$ cat src/hdl/pdds_pkg.sv
// Shared types and constants for the drive-straight PD controller.
// No dependencies; imported by every module of the block.
`default_nettype none

package pdds_pkg;

   localparam int GAIN_W      = 16;
   localparam int SPEED_W     = 7;
   localparam int CORR_W      = 6;
   localparam int CMD_W       = 8;
   localparam int CSR_ADDR_W  = 3;
   localparam int RSP_DATA_W  = 24;

   localparam logic [SPEED_W-1:0] LOW_FLOOR  = 7'd20;
   localparam logic [SPEED_W-1:0] HEAD_LIMIT = 7'd127;

   localparam logic [GAIN_W-1:0]  KP_RESET        = 16'd451;
   localparam logic [GAIN_W-1:0]  KD_RESET        = 16'd6144;
   localparam logic [GAIN_W-1:0]  HEAD_KP_RESET   = 16'd0;
   localparam logic [GAIN_W-1:0]  HEAD_KD_RESET   = 16'd0;
   localparam logic [SPEED_W-1:0] MAX_SPEED_RESET = 7'd127;
   localparam logic [SPEED_W-1:0] MIN_SPEED_RESET = 7'd25;
   localparam logic [CORR_W-1:0]  MAX_CORR_RESET  = 6'd30;

   typedef enum logic [CSR_ADDR_W-1:0] {
      REG_TARGET    = 3'd0,
      REG_KP        = 3'd1,
      REG_KD        = 3'd2,
      REG_HEAD_KP   = 3'd3,
      REG_HEAD_KD   = 3'd4,
      REG_MAX_SPEED = 3'd5,
      REG_MIN_SPEED = 3'd6,
      REG_MAX_CORR  = 3'd7
   } reg_idx_type;

   typedef enum logic {
      OP_START = 1'b0,
      OP_TICK  = 1'b1
   } op_type;

   typedef struct packed {
      logic [GAIN_W-1:0]  kp_gain;
      logic [GAIN_W-1:0]  kd_gain;
      logic [GAIN_W-1:0]  heading_kp_gain;
      logic [GAIN_W-1:0]  heading_kd_gain;
      logic [SPEED_W-1:0] max_speed;
      logic [SPEED_W-1:0] min_speed;
      logic [CORR_W-1:0]  max_corrections;
   } cfg_type;

   typedef struct packed {
      logic        gave_up;
      logic        done_res;
      logic [CMD_W-1:0] heading_cmd;
      logic [CMD_W-1:0] drive_cmd;
   } rsp_type;

endpackage

`default_nettype wire

$ cat src/hdl/pdds_pd_term.sv
// PD term q = kp*err + kd*(err - prev), exact, gains unsigned fixed point.
// Depends on pdds_pkg.
`default_nettype none

module pdds_pd_term #(
   parameter int ERR_W = 25,
   parameter int Q_W   = 44
) (
   input  wire logic [pdds_pkg::GAIN_W-1:0] kp,
   input  wire logic [pdds_pkg::GAIN_W-1:0] kd,
   input  wire logic signed [ERR_W-1:0]     err,
   input  wire logic signed [ERR_W-1:0]     prev,
   output logic signed [Q_W-1:0]            q
);
   import pdds_pkg::*;

   logic signed [GAIN_W:0]         kp_s;
   logic signed [GAIN_W:0]         kd_s;
   logic signed [ERR_W:0]          diff;
   logic signed [ERR_W+GAIN_W:0]   p_term;
   logic signed [ERR_W+GAIN_W+1:0] d_term;

   assign kp_s   = $signed({1'b0, kp});
   assign kd_s   = $signed({1'b0, kd});
   assign diff   = $signed({err[ERR_W-1], err}) - $signed({prev[ERR_W-1], prev});
   assign p_term = kp_s * err;
   assign d_term = kd_s * diff;
   assign q      = Q_W'(p_term) + Q_W'(d_term);

endmodule

`default_nettype wire

$ cat src/hdl/pdds_ctrl.sv
// Move state and command shaping: PD terms, clamp, speed floor, heading
// saturation and error update. Depends on pdds_pkg and pdds_pd_term.
`default_nettype none

module pdds_ctrl #(
   parameter int COUNT_WIDTH    = 24,
   parameter int GAIN_FRAC_BITS = 12
) (
   input  wire logic                          clock,
   input  wire logic                          reset,
   input  wire logic                          fire,
   input  wire pdds_pkg::op_type              op,
   input  wire logic signed [COUNT_WIDTH-1:0] left_count,
   input  wire logic signed [COUNT_WIDTH-1:0] right_count,
   input  wire logic signed [COUNT_WIDTH-1:0] middle_count,
   input  wire logic [COUNT_WIDTH-1:0]        target,
   input  wire pdds_pkg::cfg_type             cfg,
   output pdds_pkg::rsp_type                  rsp
);
   import pdds_pkg::*;

   localparam int ERR_W = COUNT_WIDTH + 1;
   localparam int Q_W   = ERR_W + GAIN_W + 3;

   logic signed [ERR_W-1:0] pos_err_ff, pos_err_in;
   logic signed [ERR_W-1:0] prev_pos_ff, prev_pos_in;
   logic signed [ERR_W-1:0] head_err_ff, head_err_in;
   logic signed [ERR_W-1:0] prev_head_ff, prev_head_in;
   logic [SPEED_W-1:0]      floor_ff, floor_in;
   logic [CORR_W-1:0]       corr_ff, corr_in;
   logic                    finished_ff, finished_in;

   logic signed [Q_W-1:0]   q, hq;
   logic                    q_neg, hq_neg;
   logic [Q_W-1:0]          q_mag, hq_mag, q_int, hq_int;
   logic [Q_W-1:0]          max_lim, floor_lim;
   logic [SPEED_W-1:0]      drive_mag, head_mag;
   logic [CMD_W-1:0]        drive_trunc, head_cmd;
   logic signed [ERR_W-1:0] target_ext, sum_lr, avg_num, avg_half;
   logic signed [ERR_W-1:0] new_pos, new_head;

   pdds_pd_term #(.ERR_W(ERR_W), .Q_W(Q_W)) u_pos_term (
      .kp   (cfg.kp_gain),
      .kd   (cfg.kd_gain),
      .err  (pos_err_ff),
      .prev (prev_pos_ff),
      .q    (q)
   );

   pdds_pd_term #(.ERR_W(ERR_W), .Q_W(Q_W)) u_head_term (
      .kp   (cfg.heading_kp_gain),
      .kd   (cfg.heading_kd_gain),
      .err  (head_err_ff),
      .prev (prev_head_ff),
      .q    (hq)
   );

   // magnitudes and truncated integer parts
   assign q_neg     = q[Q_W-1];
   assign hq_neg    = hq[Q_W-1];
   assign q_mag     = q_neg  ? Q_W'(-q)  : Q_W'(q);
   assign hq_mag    = hq_neg ? Q_W'(-hq) : Q_W'(hq);
   assign q_int     = q_mag  >> GAIN_FRAC_BITS;
   assign hq_int    = hq_mag >> GAIN_FRAC_BITS;
   assign max_lim   = Q_W'(cfg.max_speed) << GAIN_FRAC_BITS;
   assign floor_lim = Q_W'(floor_ff) << GAIN_FRAC_BITS;

   // only reached when floor <= |q| <= max, so the integer part fits 7 bits
   assign drive_mag   = q_int[SPEED_W-1:0];
   assign drive_trunc = q_neg ? -CMD_W'(drive_mag) : CMD_W'(drive_mag);

   assign head_mag = (hq_int > Q_W'(HEAD_LIMIT)) ? HEAD_LIMIT : hq_int[SPEED_W-1:0];
   assign head_cmd = hq_neg ? -CMD_W'(head_mag) : CMD_W'(head_mag);

   // encoder average, truncated toward zero
   assign target_ext = $signed({target[COUNT_WIDTH-1], target});
   assign sum_lr     = $signed({left_count[COUNT_WIDTH-1], left_count})
                     + $signed({right_count[COUNT_WIDTH-1], right_count});
   assign avg_num    = sum_lr + $signed({{(ERR_W-1){1'b0}}, sum_lr[ERR_W-1]});
   assign avg_half   = avg_num >>> 1;
   assign new_pos    = target_ext - avg_half;
   assign new_head   = -$signed({middle_count[COUNT_WIDTH-1], middle_count});

   always_comb begin
      pos_err_in   = pos_err_ff;
      prev_pos_in  = prev_pos_ff;
      head_err_in  = head_err_ff;
      prev_head_in = prev_head_ff;
      floor_in     = floor_ff;
      corr_in      = corr_ff;
      finished_in  = finished_ff;
      rsp          = '0;

      if (op == OP_START) begin
         pos_err_in   = target_ext;
         prev_pos_in  = '0;
         head_err_in  = '0;
         prev_head_in = '0;
         floor_in     = cfg.min_speed;
         corr_in      = '0;
         finished_in  = 1'b0;
      end else if (finished_ff || (pos_err_ff == '0)) begin
         finished_in  = 1'b1;
         rsp.done_res = 1'b1;
      end else if ((q_mag < floor_lim) && !(q_mag > max_lim)
                   && !(corr_ff < cfg.max_corrections)) begin
         // correction limit reached: give up
         finished_in  = 1'b1;
         rsp.done_res = 1'b1;
         rsp.gave_up  = 1'b1;
      end else begin
         if (q_mag > max_lim) begin
            rsp.drive_cmd = q_neg ? -CMD_W'(cfg.max_speed) : CMD_W'(cfg.max_speed);
         end else if (q_mag < floor_lim) begin
            if (q_neg) begin
               floor_in      = LOW_FLOOR;
               corr_in       = corr_ff + 1'b1;
               rsp.drive_cmd = -CMD_W'(LOW_FLOOR);
            end else begin
               rsp.drive_cmd = CMD_W'(floor_ff);
            end
         end else begin
            rsp.drive_cmd = drive_trunc;
         end
         rsp.heading_cmd = head_cmd;
         prev_pos_in     = pos_err_ff;
         pos_err_in      = new_pos;
         prev_head_in    = head_err_ff;
         head_err_in     = new_head;
      end
   end

   always_ff @(posedge clock) begin
      if (reset) begin
         finished_ff <= 1'b1;
      end else if (fire) begin
         finished_ff <= finished_in;
      end
   end

   // payload state: defined by the start beat before it is used
   always_ff @(posedge clock) begin
      if (fire) begin
         pos_err_ff   <= pos_err_in;
         prev_pos_ff  <= prev_pos_in;
         head_err_ff  <= head_err_in;
         prev_head_ff <= prev_head_in;
         floor_ff     <= floor_in;
         corr_ff      <= corr_in;
      end
   end

endmodule

`default_nettype wire

$ cat config.mk
export PLATFORM = sky130hd
export DESIGN_NAME = pdds_ctrl
export DESIGN_NICKNAME = d
export VERILOG_FILES = /design/src/hdl/pdds_pkg.sv /design/src/hdl/pdds_pd_term.sv /design/src/hdl/pdds_ctrl.sv
export SDC_FILE = /design/constraint.sdc
export NUM_CORES = 2
export LEC_CHECK = 0
export BUFFER_PORTS_ARGS = -buffer_cell sky130_fd_sc_hd__clkbuf_2
export CORE_ASPECT_RATIO = 1.75
export CORE_MARGIN = 2
export CORE_UTILIZATION = 68
export DETAILED_ROUTE_END_ITERATION = 8
export PLACE_DENSITY_LB_ADDON = 0.1
export SLEW_MARGIN = 15
export SYNTH_ARGS = -nofsm -noshare
export SYNTH_HDL_FRONTEND = slang
export SYNTH_SLANG_ARGS = --single-unit
$ cat constraint.sdc
create_clock -name clock -period 40 [get_ports clock]
set_clock_uncertainty 0.05 [all_clocks]
set_input_delay 2 -clock clock [delete_from_list [all_inputs] [get_ports clock]]
set_output_delay 2 -clock clock [all_outputs]
set_load 0.005 [all_outputs]
==> metrics.md <==
| Metric | Value |
|---|---|
| FF-to-FF Start | `pos_err_ff[1]` |
| Synthesis Warnings | `0` |
| Die outline area | `109000 um2` |
| Status | `finished clean` |
| Most frequent CP cell | `fa_1` |
| Max-slew violation count | `0` |
| Final Non-Filler Cells | `~9400` |
| Row cnt | `approximately 160` |
| Synthesis-stage register bit count | `114` |
| Total GRT Usage | `between 40 and 50%` |
| Min cycle time layout | `between 15 and 20 ns` |
| Root buffer cell | `clkbuf_16` |
| Share of cells above drive strength 1 | `under 10%` |
| DRC | `0` |
| Final worst-path cycle share | `between 40 and 50%` |
| Setup crit end kind | `output port` |
| Worst R2R End | `prev_head_ff[23]` |
| First-pass GRT wire length | `340000 um` |
| First drt pass iteration count | `6` |
| Post-Synthesis Cells | `8048` |
| Most frequent cells in the layout | `inv_1 (1954), fa_1 (1767), nand2_1 (1123)` |
| Initial DRC Count | `around 3400` |
| # IOs | `202` |
| Register area share after synthesis | `4.71%` |
| Buffer count from post-CTS setup fixing | `0` |
| GRT overflow | `0` |
| Post-Syn Nets | `between 10000 and 15000` |
| Ys flop type | `edfxtp_1` |
| Startpoint Class | `register` |
| Die H | `~440 um` |
| Setup_tns | `0 ns` |
| Capture point of the worst path | `rsp[10]` |
| Filler cell count | `roughly 8300` |
| Most common cell after layout, fill and taps aside | `inv_1` |
| TritonCTS clock tree | `built` |
| CP Launch Point | `head_err_ff[0]` |
| Arr. time, crit path | `approximately 17 ns` |
| Achievable frequency | `around 52 MHz` |
| Critical path required time | `between 30 and 40 ns` |
| Worst-margin pin slew | `1.31 ns` |
| Die X | `approximately 250 um` |
| Hold buffers post-CTS | `0` |
| CTS sink cnt | `114` |
| Critical path depth | `49` |
| Detailed Place HPWL | `around 180000 um` |
| CP max-delay cell | `a211oi_1` |
| DP Cell Count | `slightly above 9000` |
| Post_cts resized | `0` |
| Clock Latency Late Sink | `between 0.5 and 0.6 ns` |
| Post-synth EDFFs | `113` |
| Flop-to-flop setup slack | `between 20 and 25 ns` |
| Max cap viols | `0` |
| RSZ-0062 raised after global routing | `false` |
| Min-delay worst type | `reg -> reg` |
| Setup violators final | `0` |
| Clk pin slew, worst setup/hold paths | `about 0.060 ns` |
| Crit path kind | `reg -> out` |
| CTS H-tree depth | `4` |
| Cell family with most CP delay | `compound AO/OA/AOI/OAI gates` |
| CP Max Fanout | `17` |
| TritonCTS Buffers | `17` |
| Vias in the first global route | `between 60000 and 70000` |
| Core area | `roughly 110000 um2` |
| # nets final | `about 10000` |
| Async S/R FF share, synth | `0%` |
| # port buffers | `about 200` |
| Crit path buffers/inverters | `7` |
| Placed Area | `74600 um2` |
| Max incr delay on CP | `between 1 and 1.5 ns` |
| Initial Utilization | `around 68%` |
| Final GP Congestion | `between 0.9 and 1` |
| Final hold violations | `0` |
| Initial antenna violation count | `6` |
| Largest net degree at the start of global routing | `85` |
| Slew margin rel. | `about an eighth` |
| Mapped cell area | `a little over 70000 um2` |
| Post-route cell area | `75300 um2` |
| Post-Syn Area per Cell | `between 8 and 9 um2` |
| Post-Route WL | `between 200000 and 250000 um` |
| Yosys cell types | `approximately 110` |
| Area grow syn2layout | `3.95%` |
| Detail Route Antenna Nets | `0` |
| Routed via count | `about 56000` |
| Longest Clk Path Bufs | `2` |
| Wire per inst | `roughly 23 um` |
| R2R cell count | `between 50 and 60` |
| Vias per cell | `about 6` |
per-layer routing:
metal	global-route usage, %	up-vias	share of wire [%]	routed length [um]
met2	74.2	2616	52	111000
met5	0	-	0.014	29
met1	37.8	28500	28	60400
li1	-	23900	-	-
met4	41.0	4	13	26700
met3	8.14	1345	6.6	14000
worst min path at each step:
stage | from | endpoint | slack, ns | depth (start not counted)
floorplan | finished_ff | finished_ff | 0.44 | 2
global placement | finished_ff | finished_ff | 0.50 | 2
detailed placement | finished_ff | finished_ff | 0.52 | 2
CTS | finished_ff | finished_ff | 0.52 | 2
global route | finished_ff | finished_ff | 0.57 | 2
finish | finished_ff | finished_ff | 0.52 | 2
through the flow:
stage | worst slack [ns] | hold slack, ns | utilization [%]
finish | 20.87 | 0.520 | 71.2
global route | 19.98 | 0.570 | 71.2
CTS | 21.09 | 0.520 | 71.1
detailed placement | 21.76 | 0.516 | 70.6
global placement | 21.48 | 0.498 | 70.6
floorplan | 24.26 | 0.440 | -
cell families (layout without fill, tap and decap cells):
group,Yosys count,count (layout),synth area share (%)
AO/OA/AOI/OAI,654,654,6.19
XOR/XNOR,224,224,2.73
adder cells (fa/ha/maj),2239,2239,57.0
buffers and inverters,2286,2262,11.9
flip-flops,114,114,4.71
multiplexers,31,31,0.458
other,0,3,0
AND/OR/NAND/NOR,2500,2500,17.0
registers in the layout, summed over array words and instances (netlist names):
| register | cells |
|---|---|
| prev_head_ff | 25 |
| corr_ff | 6 |
| finished_ff | 1 |
| pos_err_ff | 25 |
| floor_ff | 7 |
| prev_pos_ff | 25 |
| head_err_ff | 25 |
synth_stat cells (8+ instances only):
master / count / area share (%)
a21oi_1: 169 / 1.2
nor3_1: 77 / 0.53
a41oi_1: 8 / 0.097
or3_1: 21 / 0.18
xor2_1: 80 / 0.97
o211a_1: 10 / 0.14
nor4_1: 32 / 0.28
o21ai_0: 111 / 0.77
or4_1: 12 / 0.12
clkbuf_1: 311 / 1.6
ha_1: 471 / 8.1
inv_1: 1954 / 10
o31ai_1: 20 / 0.21
o211ai_1: 24 / 0.25
or2_2: 20 / 0.17
nand2_1: 1123 / 5.8
a211o_1: 12 / 0.15
nand3_1: 60 / 0.41
mux2i_1: 14 / 0.19
and2_1: 734 / 6.3
a211oi_1: 30 / 0.31
o21a_1: 36 / 0.37
edfxtp_1: 113 / 4.7
nand2b_1: 37 / 0.32
xnor2_1: 142 / 1.7
fa_1: 1768 / 49
o21bai_1: 20 / 0.21
nand4_1: 26 / 0.22
o41ai_1: 8 / 0.097
a21boi_0: 16 / 0.17
mux2_2: 17 / 0.26
buf_1: 10 / 0.052
a31oi_1: 30 / 0.26
a21o_1: 50 / 0.52
and4_1: 12 / 0.15
nor2b_1: 63 / 0.54
a2111oi_0: 10 / 0.12
and3_1: 31 / 0.27
nor2_1: 204 / 1.1
nand3b_1: 10 / 0.10
area by class of cell:
type                       instances  area [um2]  area share, %
multi-input combinational       5648       60700           80.6
inverter                        1955        7340           9.75
sequential                       114        3410           4.53
tap                             1360        1700           2.26
timing repair buffer             275        1560           2.07
clock buffer                      23         458          0.608
clock inverter                     9         109          0.145
antenna                            3        7.51        0.00997
tightest hold or removal path, cell delays in order, from the launching register on:
cell and delay [ns]:
dfxtp_1 0.33, mux2i_1 0.13, o21bai_1 0.07
Power is left out: the tool's default activity adds up to more than one toggle a clock period on the data nets, which glitch-free logic cannot reach.
