[config.mk]
export PLATFORM = sky130hd
export DESIGN_NAME = pdds_csr
export DESIGN_NICKNAME = d
export VERILOG_FILES = /design/src/hdl/pdds_pkg.sv /design/src/hdl/pdds_csr.sv
export SDC_FILE = /design/constraint.sdc
export NUM_CORES = 1
export LEC_CHECK = 0
export BUFFER_PORTS_ARGS = -buffer_cell sky130_fd_sc_hd__clkbuf_2
export CAP_MARGIN = 0
export CORE_MARGIN = 4
export CORE_UTILIZATION = 46
export DETAILED_ROUTE_END_ITERATION = 10
export PLACE_DENSITY_LB_ADDON = 0.2
export RECOVER_POWER = 50
export SLEW_MARGIN = 20
export SYNTH_ARGS = -nofsm -noshare
export SYNTH_HDL_FRONTEND = slang
export SYNTH_SLANG_ARGS = --single-unit
[constraint.sdc]
create_clock -name clock -period 1.1 [get_ports clock]
set_input_delay 0.055 -clock clock [delete_from_list [all_inputs] [get_ports clock]]
set_output_delay 0.055 -clock clock [all_outputs]
set_load 0.02 [all_outputs]
[src/hdl/pdds_pkg.sv]
// Shared types and constants for the drive-straight PD controller.
// No dependencies; imported by every module of the block.
`default_nettype none

package pdds_pkg;

   localparam int GAIN_W      = 16;
   localparam int SPEED_W     = 7;
   localparam int CORR_W      = 6;
   localparam int CMD_W       = 8;
   localparam int CSR_ADDR_W  = 3;
   localparam int RSP_DATA_W  = 24;

   localparam logic [SPEED_W-1:0] LOW_FLOOR  = 7'd20;
   localparam logic [SPEED_W-1:0] HEAD_LIMIT = 7'd127;

   localparam logic [GAIN_W-1:0]  KP_RESET        = 16'd451;
   localparam logic [GAIN_W-1:0]  KD_RESET        = 16'd6144;
   localparam logic [GAIN_W-1:0]  HEAD_KP_RESET   = 16'd0;
   localparam logic [GAIN_W-1:0]  HEAD_KD_RESET   = 16'd0;
   localparam logic [SPEED_W-1:0] MAX_SPEED_RESET = 7'd127;
   localparam logic [SPEED_W-1:0] MIN_SPEED_RESET = 7'd25;
   localparam logic [CORR_W-1:0]  MAX_CORR_RESET  = 6'd30;

   typedef enum logic [CSR_ADDR_W-1:0] {
      REG_TARGET    = 3'd0,
      REG_KP        = 3'd1,
      REG_KD        = 3'd2,
      REG_HEAD_KP   = 3'd3,
      REG_HEAD_KD   = 3'd4,
      REG_MAX_SPEED = 3'd5,
      REG_MIN_SPEED = 3'd6,
      REG_MAX_CORR  = 3'd7
   } reg_idx_type;

   typedef enum logic {
      OP_START = 1'b0,
      OP_TICK  = 1'b1
   } op_type;

   typedef struct packed {
      logic [GAIN_W-1:0]  kp_gain;
      logic [GAIN_W-1:0]  kd_gain;
      logic [GAIN_W-1:0]  heading_kp_gain;
      logic [GAIN_W-1:0]  heading_kd_gain;
      logic [SPEED_W-1:0] max_speed;
      logic [SPEED_W-1:0] min_speed;
      logic [CORR_W-1:0]  max_corrections;
   } cfg_type;

   typedef struct packed {
      logic        gave_up;
      logic        done_res;
      logic [CMD_W-1:0] heading_cmd;
      logic [CMD_W-1:0] drive_cmd;
   } rsp_type;

endpackage

`default_nettype wire

[src/hdl/pdds_csr.sv]
// Configuration register file of the drive-straight PD controller.
// Depends on pdds_pkg.
`default_nettype none

module pdds_csr #(
   parameter int COUNT_WIDTH = 24,
   parameter int CSR_DATA_W  = 24
) (
   input  wire logic                            clock,
   input  wire logic                            reset,
   input  wire logic                            wr_en,
   input  wire logic [pdds_pkg::CSR_ADDR_W-1:0] wr_addr,
   input  wire logic [CSR_DATA_W-1:0]           wr_data,
   output logic [COUNT_WIDTH-1:0]               target,
   output pdds_pkg::cfg_type                    cfg
);
   import pdds_pkg::*;

   logic [COUNT_WIDTH-1:0] target_ff, target_in;
   cfg_type                cfg_ff, cfg_in;

   always_comb begin
      target_in = target_ff;
      cfg_in    = cfg_ff;
      if (wr_en) begin
         case (reg_idx_type'(wr_addr))
            REG_TARGET:    target_in              = wr_data[COUNT_WIDTH-1:0];
            REG_KP:        cfg_in.kp_gain         = wr_data[GAIN_W-1:0];
            REG_KD:        cfg_in.kd_gain         = wr_data[GAIN_W-1:0];
            REG_HEAD_KP:   cfg_in.heading_kp_gain = wr_data[GAIN_W-1:0];
            REG_HEAD_KD:   cfg_in.heading_kd_gain = wr_data[GAIN_W-1:0];
            REG_MAX_SPEED: cfg_in.max_speed       = wr_data[SPEED_W-1:0];
            REG_MIN_SPEED: cfg_in.min_speed       = wr_data[SPEED_W-1:0];
            REG_MAX_CORR:  cfg_in.max_corrections = wr_data[CORR_W-1:0];
            default: ;
         endcase
      end
   end

   always_ff @(posedge clock) begin
      if (reset) begin
         target_ff              <= '0;
         cfg_ff.kp_gain         <= KP_RESET;
         cfg_ff.kd_gain         <= KD_RESET;
         cfg_ff.heading_kp_gain <= HEAD_KP_RESET;
         cfg_ff.heading_kd_gain <= HEAD_KD_RESET;
         cfg_ff.max_speed       <= MAX_SPEED_RESET;
         cfg_ff.min_speed       <= MIN_SPEED_RESET;
         cfg_ff.max_corrections <= MAX_CORR_RESET;
      end else begin
         target_ff <= target_in;
         cfg_ff    <= cfg_in;
      end
   end

   assign target = target_ff;
   assign cfg    = cfg_ff;

endmodule

`default_nettype wire

==> results of run 1 <==
## timing repair
action | 4_1_cts | 5_1_grt
hold endpoints to repair | 18 | 0
setup buffers | 0 | 0
hold buffers | 16 | 0
## cells in the mapped netlist (all sizes together)
| cell type | instances | share of area |
|---|---|---|
| nor2 | 32 | 0.028 |
| nand4bb | 2 | 0.0052 |
| nand4 | 1 | 0.0014 |
| clkbuf | 17 | 0.015 |
| and4bb | 2 | 0.0057 |
| or4b | 1 | 0.0032 |
| mux2i | 108 | 0.25 |
| nand4b | 3 | 0.0060 |
| or4bb | 1 | 0.0026 |
| nand2b | 111 | 0.16 |
| and4b | 1 | 0.0023 |
| dfxtp | 108 | 0.50 |
| nor4b | 1 | 0.0054 |
| buf | 15 | 0.024 |
## worst register-to-register path: cells and delay by family (launching register included)
kind             cells  cell delay, ns
flip-flops           1            0.38
multiplexers         1            0.12
AND/OR/NAND/NOR      1            0.07
## sequential cells by signal (all words and copies together) (netlist names)
signal	count
target	24
cfg	84
## logic make-up (layout without fill, tap and decap cells)
| logic type | Yosys count | count (layout) | share of synthesized area |
|---|---|---|---|
| and+or+nand+nor | 155 | 155 | 0.218 |
| muxes | 108 | 108 | 0.248 |
| DFF | 108 | 108 | 0.495 |
| buffers and inverters | 32 | 190 | 0.0384 |
## per-stage QoR
| step | worst slack [ns] | utilization | hold slack, ns | std cells |
|---|---|---|---|---|
| floorplan | -0.0109 | - | 0.210 | 403 |
| global placement | -0.0304 | 0.574 | 0.298 | 658 |
| detailed placement | -0.0564 | 0.574 | 0.313 | 658 |
| CTS | 0.0942 | 0.613 | 0.0109 | 690 |
| global route | 0.0516 | 0.603 | 0.0381 | 690 |
| finish | 0.0886 | 0.603 | 0.0254 | 690 |
## per-layer routing
| metal | up-vias | share of wire |
|---|---|---|
| li1 | 1639 | - |
| met1 | 1550 | 0.47 |
| met2 | 86 | 0.45 |
| met3 | 12 | 0.066 |
| met4 | 0 | 0.012 |
| met5 | - | 0 |
## power breakdown
part | internal, mW | leakage [nW] | switching (mW)
logic | 0.339 | 1.75 | 0.416
clock network | 1.07 | 0.0958 | 1.40
registers | 4.00 | 0.875 | 0.0473
## final timing paths
check                           startpoint      end  slack (ns)  cells past startpoint
worst min-delay path            wr_data[4]   cfg[4]        0.03                      3
worst min register to register     cfg[78]  cfg[78]        0.48                      2
worst max register to register     cfg[39]  cfg[39]        0.46                      2
worst max-delay path               cfg[35]  cfg[35]        0.09                      1
## cell type report
cell class	count	area (um2)	area share
multi-input combinational	263	2030	0.364
clock inverter	7	76.3	0.0137
timing repair buffer	174	1020	0.183
clock buffer	9	124	0.0222
tap	129	161	0.0290
sequential	108	2160	0.388
==> tab_implementation.tex, run 1 <==
\begin{tabular}{lr}
\hline
Metric & Value \\
\hline
\multicolumn{2}{l}{\textbf{Route}} \\
\quad Post-detailed-route DRC marker count & 0 \\
\quad Vias & 3287 \\
\quad Number of nets still failing antenna checks after routing & 0 \\
\quad Number of search-and-repair iterations in the first detailed-routing pass & 4 \\
\quad First DRT Iteration DRCs & 81 \\
\quad Mean routed wirelength per cell & 15.0 um \\
\quad Routed via count divided by cell count & 4.76 \\
\quad Total wire length & 10300 um \\
\multicolumn{2}{l}{\textbf{Yosys}} \\
\quad Post-synthesis register bit count & 108 \\
\quad Yosys synthesis warning count & 0 \\
\quad Sequential-to-total area share from yosys stat & 0.495 \\
\quad Syn avg cell area & 10.8 um2 \\
\quad Cell Area, Synth & 0.00436 mm2 \\
\quad Synthesized netlist cell count & 403 \\
\quad Syn Nets & 433 \\
\quad Number of distinct library cells after synthesis & 16 \\
\multicolumn{2}{l}{\textbf{Power and ir drop}} \\
\quad Cell Pwr Density & 1300 mW/mm2 \\
\quad Worst supply voltage drop on vdd & 0.000602 V \\
\quad Standby leakage power & 2.72 nW \\
\quad Total power & 7.26 mW \\
\multicolumn{2}{l}{\textbf{Setup path}} \\
\quad Delay-heaviest family, CP & flip-flops \\
\quad Required time of the worst setup path & 1.04 ns \\
\quad Cell breakdown of the critical path & clkbuf\_1 \\
\quad Sum of buffers and inverters on the critical path & 1 \\
\quad Largest fanout of any net on the critical path & 2 \\
\quad Crit Path Category & reg2out \\
\quad Type of destination of the critical path & output port \\
\quad Endpoint arrival time on the critical path & 0.96 ns \\
\quad Maximum single-stage delay on the critical path & 0.34 ns \\
\quad Cell type of the slowest stage on the worst timing path & dfxtp\_1 \\
\quad Sort of element at the start of the critical path & flip-flop \\
\multicolumn{2}{l}{\textbf{Layout}} \\
\quad Fin nets & 586 \\
\quad Signed area change from the synthesized netlist to the final layout & 27.7\% \\
\quad Area of all placed cells without fillers & 0.00557 mm2 \\
\quad Share of final-layout standard cells stronger than drive strength 1 & 0.283 \\
\quad Most used cells in the layout excluding fill and tap cells & clkbuf\_2, nand2b\_1, mux2i\_1, dfxtp\_1, nor2\_1 \\
\quad Count of filler cells inserted in the layout & 825 \\
\quad Count of antenna diodes in the layout & 0 \\
\quad Commonest non-fill, non-tap cell in the layout & clkbuf\_2 \\
\multicolumn{2}{l}{\textbf{STA}} \\
\quad Final hold viol count & 0 \\
\quad Post-route minimum period & 1.01 ns \\
\quad Worst-margin pin slew & 0.554 ns \\
\quad Top achievable clock speed & 989 MHz \\
\quad Worst rel slew slack & 0.631 \\
\quad Total negative slack for setup checks & 0 ns \\
\quad RSZ-0062 raised after global routing & false \\
\quad Pins over their slew limit & 0 \\
\quad Period utilisation layout & 0.919 \\
\quad Final count of negative-setup-slack endpoints & 0 \\
\quad Worst clock skew & 0 ns \\
\multicolumn{2}{l}{\textbf{Place}} \\
\quad Global placement routability congestion & 0.754 \\
\quad HPWL after DPL & 7400 um \\
\quad Post-place instance area & 0.00530 mm2 \\
\quad \# port buffers & 137 \\
\multicolumn{2}{l}{\textbf{Clock tree}} \\
\quad CTS tree & yes \\
\quad Clk sink count & 108 \\
\quad Number of buffers created by CTS & 9 \\
\quad Clock root buffer master & clkbuf\_8 \\
\quad Level count of the clock H-tree & 3 \\
\quad Clk slew on worst S/H paths & 0.10 ns \\
\quad Buffer levels on the longest clock path & 2 \\
\quad Quantity of gates resized following cts & 0 \\
\quad Clock Latency Late Sink & 0.36 ns \\
\multicolumn{2}{l}{\textbf{Die}} \\
\quad Area of the die & 0.0111 mm2 \\
\quad Vertical die dimension & 105 um \\
\quad Boundary Pins & 138 \\
\quad Chip Width & 105 um \\
\quad Initial Utilization & 0.472 \\
\quad Std-Cell Core Area & 0.00924 mm2 \\
\quad Number of placement rows & 35 \\
\multicolumn{2}{l}{\textbf{Run status}} \\
\quad Outcome & finished, final reports clean \\
\multicolumn{2}{l}{\textbf{GRT}} \\
\quad Global-route wire length before repair & 16900 um \\
\quad Overall fraction of global-route tracks in use & 0.189 \\
\quad Maximum number of pins on one net before global-route repair & 35 \\
\quad Number of antenna violations at the first check in global routing & 0 \\
\quad Global routing met3 resource utilization & 0.0527 \\
\quad Total congestion overflow after global routing & 0 \\
\quad Number of global-route vias before repair & 3399 \\
\quad Global-route met1 utilization & 0.252 \\
\quad Most Used Layer, Global Route & met2 \\
\quad Grt met2 use & 0.301 \\
\multicolumn{2}{l}{\textbf{Min path}} \\
\quad Path type of the worst min-delay path & in2reg \\
\multicolumn{2}{l}{\textbf{Run}} \\
\quad Number of maximum-capacitance constraint violations & 0 \\
\hline
\end{tabular}
Note: power is estimated with default switching activity, not from simulation.
==> run 2, diff against run 1 <==
CORE_MARGIN = 1   (was 4)
CTS_CLUSTER_DIAMETER = 30   (was unset)
==> run 2 against run 1 <==
Die area shrank 11%. Largest cell class unchanged. Flip-flop and latch count stayed put. Worst hold slack worse by 0.0057 ns. Critical path depth unchanged. Clock skew unchanged. Total power fell by 3.2%. Via count decreased by 1.8%. Register-to-register slack about the same. Highest routed layer unchanged.
==> tab_implementation.tex, run 2 (synthesized netlist as in run 1, its figures left out) <==
\begin{tabular}{lr}
\hline
Metric & Value \\
\hline
\multicolumn{2}{l}{\textbf{Setup path}} \\
\quad Maximum single-stage delay on the critical path & 0.34 ns (about the same) \\
\quad Minimum setup slack among reg-to-reg paths & 0.47 ns (was 0.46 ns) \\
\quad Sum of buffers and inverters on the critical path & 1 (unchanged) \\
\quad Origin of the critical flop-to-flop path & cfg[2] (was cfg[39]) \\
\quad Largest fanout of any net on the critical path & 2 (unchanged) \\
\quad Cell breakdown of the critical path & clkbuf\_1 (unchanged) \\
\quad Crit Path Category & reg2out (unchanged) \\
\quad Sort of element at the start of the critical path & flip-flop (unchanged) \\
\quad Endpoint arrival time on the critical path & 0.94 ns (was 0.96 ns) \\
\quad R2R Path End & cfg[2] (was cfg[39]) \\
\quad Reg2Reg Depth & 2 (unchanged) \\
\quad Cell type of the slowest stage on the worst timing path & dfxtp\_1 (unchanged) \\
\quad Type of destination of the critical path & output port (unchanged) \\
\quad Required time of the worst setup path & 1.04 ns (about the same) \\
\quad Delay-heaviest family, CP & flip-flops (unchanged) \\
\multicolumn{2}{l}{\textbf{Layout}} \\
\quad Share of final-layout standard cells stronger than drive strength 1 & 0.286 (was 0.283) \\
\quad Count of antenna diodes in the layout & 0 (unchanged) \\
\quad Most used cells in the layout excluding fill and tap cells & clkbuf\_2, nand2b\_1, mux2i\_1, dfxtp\_1, nor2\_1 (unchanged) \\
\quad Max reg flops & 84 (unchanged) \\
\quad Area of all placed cells without fillers & 0.00549 mm2 (was 0.00557 mm2) \\
\quad Fin nets & 581 (was 586) \\
\quad Post-layout utilization of the core & 0.597 (was 0.603) \\
\quad Signed area change from the synthesized netlist to the final layout & 25.8\% (was 27.7\%) \\
\quad Commonest non-fill, non-tap cell in the layout & clkbuf\_2 (unchanged) \\
\multicolumn{2}{l}{\textbf{STA}} \\
\quad Worst clock skew & 0 ns (unchanged) \\
\quad Worst hold margin & 0.0197 ns (was 0.0254 ns) \\
\quad Pins over their slew limit & 0 (unchanged) \\
\quad Period utilisation layout & 0.909 (was 0.919) \\
\quad RSZ-0062 raised after global routing & false (unchanged) \\
\quad Worst-margin pin slew & 0.630 ns (was 0.554 ns) \\
\quad Worst rel slew slack & 0.580 (was 0.631) \\
\quad Final hold viol count & 0 (unchanged) \\
\quad Post-route minimum period & 0.999 ns (was 1.01 ns) \\
\quad Top achievable clock speed & 1000 MHz (was 989 MHz) \\
\quad Final count of negative-setup-slack endpoints & 0 (unchanged) \\
\multicolumn{2}{l}{\textbf{Die}} \\
\quad Number of placement rows & 35 (unchanged) \\
\quad Chip Width & 99.4 um (was 105 um) \\
\quad Vertical die dimension & 99.4 um (was 105 um) \\
\quad Area of the die & 0.00988 mm2 (was 0.0111 mm2) \\
\quad Boundary Pins & 138 (unchanged) \\
\quad Initial Utilization & 0.475 (was 0.472) \\
\quad Std-Cell Core Area & 0.00920 mm2 (was 0.00924 mm2) \\
\multicolumn{2}{l}{\textbf{Route}} \\
\quad Total wire length & 10000 um (was 10300 um) \\
\quad Routed via count divided by cell count & 4.84 (was 4.76) \\
\quad Number of search-and-repair iterations in the first detailed-routing pass & 4 (unchanged) \\
\quad Vias & 3227 (was 3287) \\
\quad Mean routed wirelength per cell & 15.0 um (about the same) \\
\quad Number of nets still failing antenna checks after routing & 0 (unchanged) \\
\quad First DRT Iteration DRCs & 60 (was 81) \\
\quad Post-detailed-route DRC marker count & 0 (unchanged) \\
\multicolumn{2}{l}{\textbf{GRT}} \\
\quad Overall fraction of global-route tracks in use & 0.206 (was 0.189) \\
\quad Global-route wire length before repair & 15800 um (was 16900 um) \\
\quad Maximum number of pins on one net before global-route repair & 76 (was 35) \\
\quad Number of global-route vias before repair & 3096 (was 3399) \\
\quad Total congestion overflow after global routing & 0 (unchanged) \\
\quad Number of antenna violations at the first check in global routing & 0 (unchanged) \\
\multicolumn{2}{l}{\textbf{Clock tree}} \\
\quad Buffer levels on the longest clock path & 2 (unchanged) \\
\quad Clk sink count & 108 (unchanged) \\
\quad Number of buffers created by CTS & 9 (unchanged) \\
\quad Clock Latency Late Sink & 0.35 ns (was 0.36 ns) \\
\quad Level count of the clock H-tree & 3 (unchanged) \\
\quad Clk slew on worst S/H paths & 0.11 ns (was 0.10 ns) \\
\quad Clock root buffer master & clkbuf\_8 (unchanged) \\
\quad CTS tree & yes (unchanged) \\
\multicolumn{2}{l}{\textbf{Place}} \\
\quad HPWL after DPL & 6970 um (was 7400 um) \\
\quad Post-place instance area & 0.00524 mm2 (was 0.00530 mm2) \\
\quad \# port buffers & 137 (unchanged) \\
\quad Global placement routability congestion & 0.722 (was 0.754) \\
\multicolumn{2}{l}{\textbf{Power and ir drop}} \\
\quad Clock share of power & 0.319 (was 0.339) \\
\quad Comb power frac & 0.106 (was 0.104) \\
\quad Worst supply voltage drop on vdd & 0.000620 V (was 0.000602 V) \\
\quad Switching power share of the total & 0.257 (was 0.256) \\
\quad Net switching power of the design & 1.81 mW (was 1.86 mW) \\
\quad Flop pwr share & 0.575 (was 0.557) \\
\quad Total power & 7.03 mW (was 7.26 mW) \\
\quad Standby leakage power & 2.69 nW (was 2.72 nW) \\
\quad Total internal power & 5.22 mW (was 5.40 mW) \\
\quad Cell Pwr Density & 1280 mW/mm2 (was 1300 mW/mm2) \\
\multicolumn{2}{l}{\textbf{Run status}} \\
\quad Outcome & finished, final reports clean (unchanged) \\
\multicolumn{2}{l}{\textbf{Min path}} \\
\quad Launch instance of the worst min-delay path & wr\_data[12] (was wr\_data[4]) \\
\quad Worst Hold Depth & 3 (unchanged) \\
\quad Endpoint of the worst hold-timing path & cfg[64] (was cfg[4]) \\
\quad Path type of the worst min-delay path & in2reg (unchanged) \\
\multicolumn{2}{l}{\textbf{Run}} \\
\quad Number of maximum-capacitance constraint violations & 0 (unchanged) \\
\hline
\end{tabular}
[run 2: worst max-delay path by stage]
stage	start	endpoint	slack, ns	cells after the start
after CTS	cfg[23]	cfg[23]	0.12	1
after global routing	wr_addr[0]	cfg[41]	0.07	5
after floorplan	wr_addr[1]	target[5]	-0.01	4
after detailed placement	wr_addr[1]	cfg[70]	-0.11	3
after global placement	wr_addr[1]	cfg[73]	-0.07	3
final	cfg[20]	cfg[20]	0.10	1
[run 2: timing repair]
item	CTS	global route
hold buffers	15	0
hold endpoints to repair	18	0
gates resized for setup	0	0
setup buffers	0	0
[run 2: layout make-up]
type / count / area, um2
Clock buffer: 11 / 141
Clock inverter: 5 / 36.3
Fill cell: 839 / 3710
Multi-Input combinational cell: 263 / 2030
Sequential cell: 108 / 2160
Tap cell: 111 / 139
Timing Repair Buffer: 169 / 985
[run 2: power by group through the flow]
stage               clock (mW)  sequential (mW)  combinational [mW]
finish                    2.24             4.04               0.742
floorplan                    0             4.23               0.357
detailed placement           0             4.13               0.723
CTS                       2.28             4.04               0.767
global route              2.43             4.05               0.800
global placement             0             4.13               0.711
[run 2: per-stage QoR]
stage / std cells / setup TNS (ns) / setup WS, ns
finish: 667 / 0 / 0.101
global route: 667 / 0 / 0.0710
CTS: 667 / 0 / 0.115
detailed placement: 636 / -1.86 / -0.109
global placement: 636 / -0.922 / -0.0711
floorplan: 403 / -0.108 / -0.0109
[run 2: layer usage]
metal | wire length (um) | global-route usage | up-vias | part of all wire
met5 | 0 | 0 | - | 0
met4 | 121 | 0.0645 | 0 | 0.012
met3 | 451 | 0.0365 | 11 | 0.045
met2 | 4610 | 0.343 | 81 | 0.46
met1 | 4860 | 0.271 | 1516 | 0.48
li1 | - | - | 1619 | -
